[config.mk]
export PLATFORM = sky130hd
export DESIGN_NAME = vga_timing_capture
export DESIGN_NICKNAME = d
export VERILOG_FILES = /design/src/rtl/vtc_pkg.sv /design/src/rtl/vtc_core.sv /design/src/rtl/vga_timing_capture.sv
export SDC_FILE = /design/constraint.sdc
export NUM_CORES = 1
export LEC_CHECK = 0
export ABC_AREA = 0
export BUFFER_PORTS_ARGS = -buffer_cell sky130_fd_sc_hd__buf_2
export CAP_MARGIN = 20
export CORE_UTILIZATION = 52
export DETAILED_ROUTE_END_ITERATION = 6
export GPL_ROUTABILITY_DRIVEN = 0
export PLACE_DENSITY = 0.76
export RECOVER_POWER = 25
export SLEW_MARGIN = 0
export SYNTH_ARGS = -nofsm -noshare
export SYNTH_HDL_FRONTEND = slang
export SYNTH_SLANG_ARGS = --single-unit
[constraint.sdc]
create_clock -name clk -period 3.2 [get_ports clk]
set_input_delay 0.32 -clock clk [delete_from_list [all_inputs] [get_ports clk]]
set_output_delay 0.32 -clock clk [all_outputs]
set_load 0.05 [all_outputs]
[src/rtl/vtc_pkg.sv]
// Shared types and constants for the video timing capture block.
package vtc_pkg;

    localparam int CLOCK_DIVIDE = 8;
    localparam int COLOR_BITS   = 8;
    localparam logic [7:0] COLOR_MASK = 8'(((1 << COLOR_BITS) - 1) & 8'hFF);

    localparam int IN_W    = 32;
    localparam int OUT_W   = 24;
    localparam int USER_W  = 3;
    localparam int CFG_IDX_W = 2;
    localparam int CFG_DAT_W = 11;

    // Register indexes of the configuration port.
    localparam logic [CFG_IDX_W-1:0] REG_H_BACK_PORCH = 2'd0;
    localparam logic [CFG_IDX_W-1:0] REG_H_VISIBLE    = 2'd1;
    localparam logic [CFG_IDX_W-1:0] REG_V_VISIBLE    = 2'd2;
    localparam logic [CFG_IDX_W-1:0] REG_V_BACK_PORCH = 2'd3;

    localparam logic [7:0]  H_BACK_PORCH_RST = 8'd48;
    localparam logic [10:0] H_VISIBLE_RST    = 11'd640;
    localparam logic [8:0]  V_VISIBLE_RST    = 9'd480;
    localparam logic [5:0]  V_BACK_PORCH_RST = 6'd33;

    typedef enum logic [2:0] {
        ST_INIT    = 3'd0,
        ST_HBP     = 3'd1,
        ST_DISPLAY = 3'd2,
        ST_WAIT_H  = 3'd3,
        ST_WAIT_V  = 3'd4,
        ST_VBP     = 3'd5
    } capture_state_t;

    typedef struct packed {
        logic [7:0]  h_back_porch;
        logic [10:0] h_visible;
        logic [8:0]  v_visible;
        logic [5:0]  v_back_porch;
    } timing_cfg_t;

    typedef struct packed {
        logic [2:0] tick_phase;
        logic       hsync_level;
        logic       vsync_level;
        logic [7:0] red_in;
        logic [7:0] green_in;
        logic [7:0] blue_in;
    } sample_t;

    typedef struct packed {
        logic       pixel_valid;
        logic [7:0] red_out;
        logic [7:0] green_out;
        logic [7:0] blue_out;
        logic       line_start;
        logic       frame_start;
    } result_t;

endpackage

[src/rtl/vtc_core.sv]
// Capture state machine: state, counters, sync edge history and per-sample result.
module vtc_core
(
    input  logic                 clk,
    input  logic                 rst_n,
    input  logic                 step,
    input  vtc_pkg::sample_t     sample,
    input  vtc_pkg::timing_cfg_t cfg,
    output vtc_pkg::result_t     result
);
    import vtc_pkg::*;

    capture_state_t state_reg, state_next;
    logic [10:0] dot_reg, dot_next;
    logic [8:0]  line_reg, line_next;
    logic [5:0]  vbl_reg, vbl_next;
    logic        last_hs_reg, last_vs_reg;

    logic        dot_tick;
    logic        h_rise;
    logic        v_rise;
    logic [10:0] dot_inc;
    logic [5:0]  vbl_inc;

    assign dot_tick = (int'(sample.tick_phase) == CLOCK_DIVIDE - 1);
    assign h_rise   = !last_hs_reg && sample.hsync_level;
    assign v_rise   = !last_vs_reg && sample.vsync_level;
    assign dot_inc  = dot_reg + 11'd1;
    assign vbl_inc  = vbl_reg + 6'd1;

    always_comb
    begin
        state_next = state_reg;
        dot_next   = dot_reg;
        line_next  = line_reg;
        vbl_next   = vbl_reg;
        result     = '0;
        if (dot_tick)
        begin
            dot_next = dot_inc;
            case (state_reg)
                ST_INIT, ST_WAIT_H:
                begin
                    if (h_rise)
                    begin
                        state_next = ST_HBP;
                        dot_next   = '0;
                    end
                end
                ST_HBP:
                begin
                    if (dot_inc >= {3'd0, cfg.h_back_porch})
                    begin
                        state_next        = ST_DISPLAY;
                        dot_next          = '0;
                        line_next         = line_reg + 9'd1;
                        result.line_start = 1'b1;
                    end
                end
                ST_DISPLAY:
                begin
                    result.pixel_valid = 1'b1;
                    result.red_out     = sample.red_in & COLOR_MASK;
                    result.green_out   = sample.green_in & COLOR_MASK;
                    result.blue_out    = sample.blue_in & COLOR_MASK;
                    if (dot_inc >= cfg.h_visible)
                    begin
                        if (line_reg < cfg.v_visible)
                        begin
                            state_next = ST_WAIT_H;
                            dot_next   = '0;
                        end
                        else
                        begin
                            state_next = ST_WAIT_V;
                        end
                    end
                end
                ST_WAIT_V:
                begin
                    if (v_rise)
                    begin
                        state_next = ST_VBP;
                        dot_next   = '0;
                        vbl_next   = '0;
                    end
                end
                ST_VBP:
                begin
                    if (h_rise)
                    begin
                        vbl_next = vbl_inc;
                        if (vbl_inc >= cfg.v_back_porch)
                        begin
                            // next dot tick wraps the counter to zero in back porch
                            result.frame_start = 1'b1;
                            state_next         = ST_HBP;
                            dot_next           = '1;
                            line_next          = '0;
                        end
                    end
                end
                default:
                begin
                    state_next = ST_INIT;
                end
            endcase
        end
    end

    always_ff @(posedge clk or negedge rst_n)
    begin
        if (!rst_n)
        begin
            state_reg   <= ST_INIT;
            dot_reg     <= '0;
            line_reg    <= '0;
            vbl_reg     <= '0;
            last_hs_reg <= 1'b0;
            last_vs_reg <= 1'b0;
        end
        else if (step)
        begin
            state_reg   <= state_next;
            dot_reg     <= dot_next;
            line_reg    <= line_next;
            vbl_reg     <= vbl_next;
            last_hs_reg <= sample.hsync_level;
            last_vs_reg <= sample.vsync_level;
        end
    end

endmodule

[src/rtl/vga_timing_capture.sv]
// Top level of the video timing capture block: stream ports, config registers, pipeline.
//
// Usage
//   s_axis carries one core-clock sample of the video pins per transfer:
//   tick phase, hsync and vsync levels and the three color levels.
//   m_axis returns exactly one result per sample: tdata holds the captured
//   color (zero unless a pixel was taken), tuser holds the flags.
//   cfg writes the four timing registers; cfg_ready is always high.
//   Write only while no sample is in flight.
// Timing
//   The capture logic runs between the input and output registers, so a
//   sample passes the input register and its result the output register
//   on the way to m_axis. One sample per cycle is sustained while
//   m_axis_tready stays high; the capture machine steps once per sample.
// Reset
//   rst_n clears the pipeline valids and the capture machine (initialize
//   state, counters and sync history zero) and loads the default timing.
// Stalls
//   When m_axis_tready is low the result holds and the input register still
//   accepts one more sample; s_axis_tready then drops until the result moves.
module vga_timing_capture
(
    input  logic                          clk,
    input  logic                          rst_n,
    input  logic                          s_axis_tvalid,
    output logic                          s_axis_tready,
    // [2:0] tick_phase, [3] hsync_level, [4] vsync_level,
    // [12:5] red_in, [20:13] green_in, [28:21] blue_in, [31:29] unused
    input  logic [vtc_pkg::IN_W-1:0]      s_axis_tdata,
    output logic                          m_axis_tvalid,
    input  logic                          m_axis_tready,
    // [7:0] red_out, [15:8] green_out, [23:16] blue_out
    output logic [vtc_pkg::OUT_W-1:0]     m_axis_tdata,
    // [0] pixel_valid, [1] line_start, [2] frame_start
    output logic [vtc_pkg::USER_W-1:0]    m_axis_tuser,
    input  logic                          cfg_valid,
    output logic                          cfg_ready,
    input  logic [vtc_pkg::CFG_IDX_W-1:0] cfg_index,
    input  logic [vtc_pkg::CFG_DAT_W-1:0] cfg_data
);
    import vtc_pkg::*;

    timing_cfg_t cfg_reg;
    sample_t     in_data_reg;
    logic        in_valid_reg;
    logic        out_valid_reg;
    logic [OUT_W-1:0]  out_data_reg;
    logic [USER_W-1:0] out_user_reg;

    logic    advance;
    result_t result;
    sample_t in_sample;

    // unpack the lowest-first tdata layout
    assign in_sample.tick_phase  = s_axis_tdata[2:0];
    assign in_sample.hsync_level = s_axis_tdata[3];
    assign in_sample.vsync_level = s_axis_tdata[4];
    assign in_sample.red_in      = s_axis_tdata[12:5];
    assign in_sample.green_in    = s_axis_tdata[20:13];
    assign in_sample.blue_in     = s_axis_tdata[28:21];

    // input register moves on when the output register is free or draining
    assign advance       = in_valid_reg && (!out_valid_reg || m_axis_tready);
    assign s_axis_tready = !in_valid_reg || advance;
    assign cfg_ready     = 1'b1;

    assign m_axis_tvalid = out_valid_reg;
    assign m_axis_tdata  = out_data_reg;
    assign m_axis_tuser  = out_user_reg;

    always_ff @(posedge clk or negedge rst_n)
    begin
        if (!rst_n)
        begin
            cfg_reg.h_back_porch <= H_BACK_PORCH_RST;
            cfg_reg.h_visible    <= H_VISIBLE_RST;
            cfg_reg.v_visible    <= V_VISIBLE_RST;
            cfg_reg.v_back_porch <= V_BACK_PORCH_RST;
        end
        else if (cfg_valid)
        begin
            case (cfg_index)
                REG_H_BACK_PORCH: cfg_reg.h_back_porch <= cfg_data[7:0];
                REG_H_VISIBLE:    cfg_reg.h_visible    <= cfg_data[10:0];
                REG_V_VISIBLE:    cfg_reg.v_visible    <= cfg_data[8:0];
                REG_V_BACK_PORCH: cfg_reg.v_back_porch <= cfg_data[5:0];
                default:          cfg_reg <= cfg_reg;
            endcase
        end
    end

    always_ff @(posedge clk or negedge rst_n)
    begin
        if (!rst_n)
        begin
            in_valid_reg  <= 1'b0;
            out_valid_reg <= 1'b0;
        end
        else
        begin
            if (s_axis_tready)
            begin
                in_valid_reg <= s_axis_tvalid;
            end
            if (advance)
            begin
                out_valid_reg <= 1'b1;
            end
            else if (m_axis_tready)
            begin
                out_valid_reg <= 1'b0;
            end
        end
    end

    // payload registers
    always_ff @(posedge clk)
    begin
        if (s_axis_tready && s_axis_tvalid)
        begin
            in_data_reg <= in_sample;
        end
        if (advance)
        begin
            out_data_reg <= {result.blue_out, result.green_out, result.red_out};
            out_user_reg <= {result.frame_start, result.line_start, result.pixel_valid};
        end
    end

    vtc_core u_core
    (
        .clk    (clk),
        .rst_n  (rst_n),
        .step   (advance),
        .sample (in_data_reg),
        .cfg    (cfg_reg),
        .result (result)
    );

endmodule

==> results.tsv <==
stage	metric	value	unit
route	avgViaCountPerCell	5.69	
placed_design	dp_hpwl	9040	um
placed_design	dp_cells	725	
outcome	violations	capacitance limit, slew limit	
synthesis	ys_types	63	
synthesis	seq_area_frac_synth	56.3	%
clocking	cts_root_buf	clkbuf_16	
pwr	switching_power	0.00149	W
clocking	clkSinkCount	123	
global_route	grt_pass1_wl	20500	um
global_route	grt_usage	23.4	%
synthesis	synth_compound_area_share	11.4	%
synthesis	synthSimpleGateAreaFrac	13.1	%
synthesis	synth_top_family_by_area	simple AND/OR/NAND/NOR gates	
run	drv_cap	1	
synthesis	async_reset_ff_share	54.5	%
global_route	overflow	0	
worst_setup_path	critPathLaunch	u_core.dot_reg[1]	
worst_setup_path	worstPathCellList	ha_2, buf_4, nand3_1, xnor2_2, ha_1, a21o_1, a211o_1, a41oi_2, o2111a_2, buf_4, and2_1, nor3_1, o211a_1	
worst_setup_path	cp.depth	13	
synthesis	synthAdderAreaFrac	7.10	%
synthesis	synth_ff_type	dfrtp_1	
clocking	numCtsBuffers	17	
global_route	grt_max_degree	46	
die	io_pins	80	
worst_setup_path	r2r_setup_slack	0.07	ns
synthesis	synth_cells	506	
route	drtIter0Drc	459	
sta	setup_viol	0	
pwr	peakVddDrop	0.396	mV
clocking	clk_latency	0.42	ns
sta	max_freq	319	MHz
pwr	p_leak	3.28	nW
worst_setup_path	slowest_delay	0.41	ns
outcome	status	finished with violations	
route	final_antenna_net_count	0	
die	core	11000	um^2
pwr	fin_total_pwr	0.00502	W
sta	fin_crit	3.13	ns
worst_setup_path	crit_end	u_core.state_reg[0]	
pwr	p_per_area	683	nW/um^2
pwr	switching_share	29.6	%
global_route	antenna_found_initial	0	
synthesis	synth_warnings	0	
worst_setup_path	rr_worst_depth	13	
min_path	hp-start	s_axis_tdata[10]	
global_route	grt_pass1_vias	4265	
pwr	clkPwrFrac	38.7	%
sta	setup_tns	0	ns
synthesis	synth_area_per_cell	11.8	um^2
synthesis	synth_area	5990	um^2
layout	final_nets	697	
layout	largest_reg_flops	34	
placed_design	io_buffers	75	
route	route.detailed.drc	0	
die	die_y	109	um
worst_setup_path	cpMostUsedCell	buf_4	
worst_setup_path	r2r_start	u_core.dot_reg[1]	
die	start_util	54.3	%
sta	hold_viol_final	0	
worst_setup_path	critPathLaunchType	flop	
synthesis	synth-xor-area-share	2.63	%
worst_setup_path	worst-setup-path-type	reg2reg	
worst_setup_path	path_buf_inv	2	
layout	layoutNonFillerInstCount	766	
layout	syn_to_final_growth	22.7	%
route	routed_wl	13100	um
synthesis	yosysTopAreaCellShare	28.1	%
layout	insertedDiodeCount	0	
clocking	h-tree-depth	4	
layout	drive_gt1_share	30.4	%
route	wire_per_inst	17.1	um
route	vias	4361	
clocking	clkSlewWorstSetupHoldPaths	0.06	ns
pwr	combPwrFrac	22.0	%
pwr	p_int	0.00353	W
synthesis	yosys.area.top_type	edfxtp_1	
route	drtPass1Iterations	5	
synthesis	synth_edf_count	56	
synthesis	synth_fp_nets	590	
die	num_rows	38	
synthesis	synthTopCellsByArea	edfxtp_1, dfrtp_1, ha_1, mux2_2, dfstp_2	
sta	fin_worst_skew	0.00762	ns
worst_setup_path	reg2reg_to	u_core.state_reg[0]	
clocking	cts_tree	yes	
pwr	seq_power_share	39.3	%
clocking	cts_buffer_depth	2	
worst_setup_path	cp.required	3.51	ns
synthesis	ys_ff_latch	123	
sta	timing.slew.headroom	-9.31	%
worst_setup_path	worst_setup_path_end_kind	flop	
min_path	hold_class	in2reg	
worst_setup_path	critPathSlowestCell	dfrtp_1	
synthesis	muxShareOfSynthArea	5.97	%
sta	rsz0062_at_grt	true	
sta	final.period_utilization	97.9	%
sta	tightest_slew	1.64	ns
worst_setup_path	worstPathArrival	3.44	ns
worst_setup_path	cp_max_fo	5	
die	die_x	109	um
die	die-area	12000	um^2
sta	slew_violations	30	
worst_setup_path	critPathTopFamily	compound AO/OA/AOI/OAI gates	
-- area by class of cell --
| type | count | area [um^2] |
|---|---|---|
| clock buffer | 19 | 433 |
| sequential | 123 | 3370 |
| inverter | 38 | 143 |
| tap | 140 | 175 |
| fill | 798 | 3680 |
| multi-input combinational | 331 | 2480 |
| clock inverter | 13 | 164 |
| timing repair buffer | 102 | 577 |
-- cell families after synthesis --
family | after synthesis
mux | 32
fa+ha+maj | 34
flops | 123
compound gates | 95
xor+xnor | 18
simple gates | 151
other cells | 1
buf+inv | 52
-- power groups by stage --
stage               registers (W)  logic [W]  clock network (W)
floorplan                 0.00205   0.000598                  0
detailed placement        0.00199   0.000964                  0
global placement          0.00198   0.000918                  0
CTS                       0.00197    0.00101            0.00197
finish                    0.00197    0.00111            0.00194
global route              0.00199    0.00121            0.00204
-- layout by cell type, fill, tap and decap left out, drive strengths merged, types with 3 or more instances in the layout --
cell	count
nand3b	5
nand4	5
buf	96
edfxtp	56
nor2	31
or2	3
dfstp	10
a2111oi	5
ha	34
inv	43
dfrtp	57
mux2	30
nand2	33
o21a	3
nor3	5
nand2b	9
xor2	4
and3	9
bufinv	3
a211oi	5
o22ai	5
o211ai	4
xnor2	14
clkbuf	24
nand3	19
and2	26
a21oi	12
o21ai	28
clkinv	4
a22o	4
a31oi	3
a21o	6
-- per-stage QoR --
stage               area (um^2)  hold slack (ns)  setup slack, ns  utilization [%]
finish                     7350           0.0693           0.0673             66.6
global route               7350           0.0585          -0.0782             66.6
CTS                        7240           0.0558           0.0232             65.6
detailed placement         6620            0.480          -0.0479             60.0
global placement           6620            0.473           0.0502             60.0
floorplan                  5990           0.0244           0.0973                -
-- routing by layer --
layer	track usage (%)	routed length, um	up-vias
li1	-	-	2052
met1	28.2	5600	2136
met2	39.8	6660	145
met3	5.04	597	28
met4	11.8	261	0
met5	0	0	-
-- synthesized netlist by cell type (3+ instances only) --
cell type and n:
a21oi_1 11, clkbuf_1 11, xor2_1 4, nand3b_1 5
xnor2_1 14, o21ai_1 4, mux2_2 30, inv_1 37
dfstp_2 10, o21a_1 3, o211ai_1 4, nand2b_1 9
a31oi_1 3, a21o_1 6, a22o_1 4, nor2_1 31
nand2_1 33, a211oi_1 5, o22ai_1 5, nand4_1 4
and3_1 9, o21ai_0 24, nor3_1 3, and2_1 26
dfrtp_1 57, edfxtp_1 56, nand3_1 18, ha_1 34
-- how the worst min path moves through the flow --
| stage | end | slack (ns) | cells past startpoint |
|---|---|---|---|
| after floorplan | cfg_reg[10] | 0.02 | 0 |
| after global placement | m_axis_tvalid | 0.47 | 1 |
| after detailed placement | m_axis_tvalid | 0.48 | 1 |
| after global routing | in_data_reg[21] | 0.06 | 1 |
| after CTS | in_data_reg[21] | 0.06 | 1 |
| final | in_data_reg[21] | 0.07 | 1 |
-- timing repair --
item                                    CTS  global route
endpoints found under the setup margin   15            21
endpoints found under the hold margin     0            12
setup buffers                             2             5
gates resized for setup                   2            16
hold buffers                              0             1
pin swaps                                 1            10
Power figures use the tool's default switching activity.
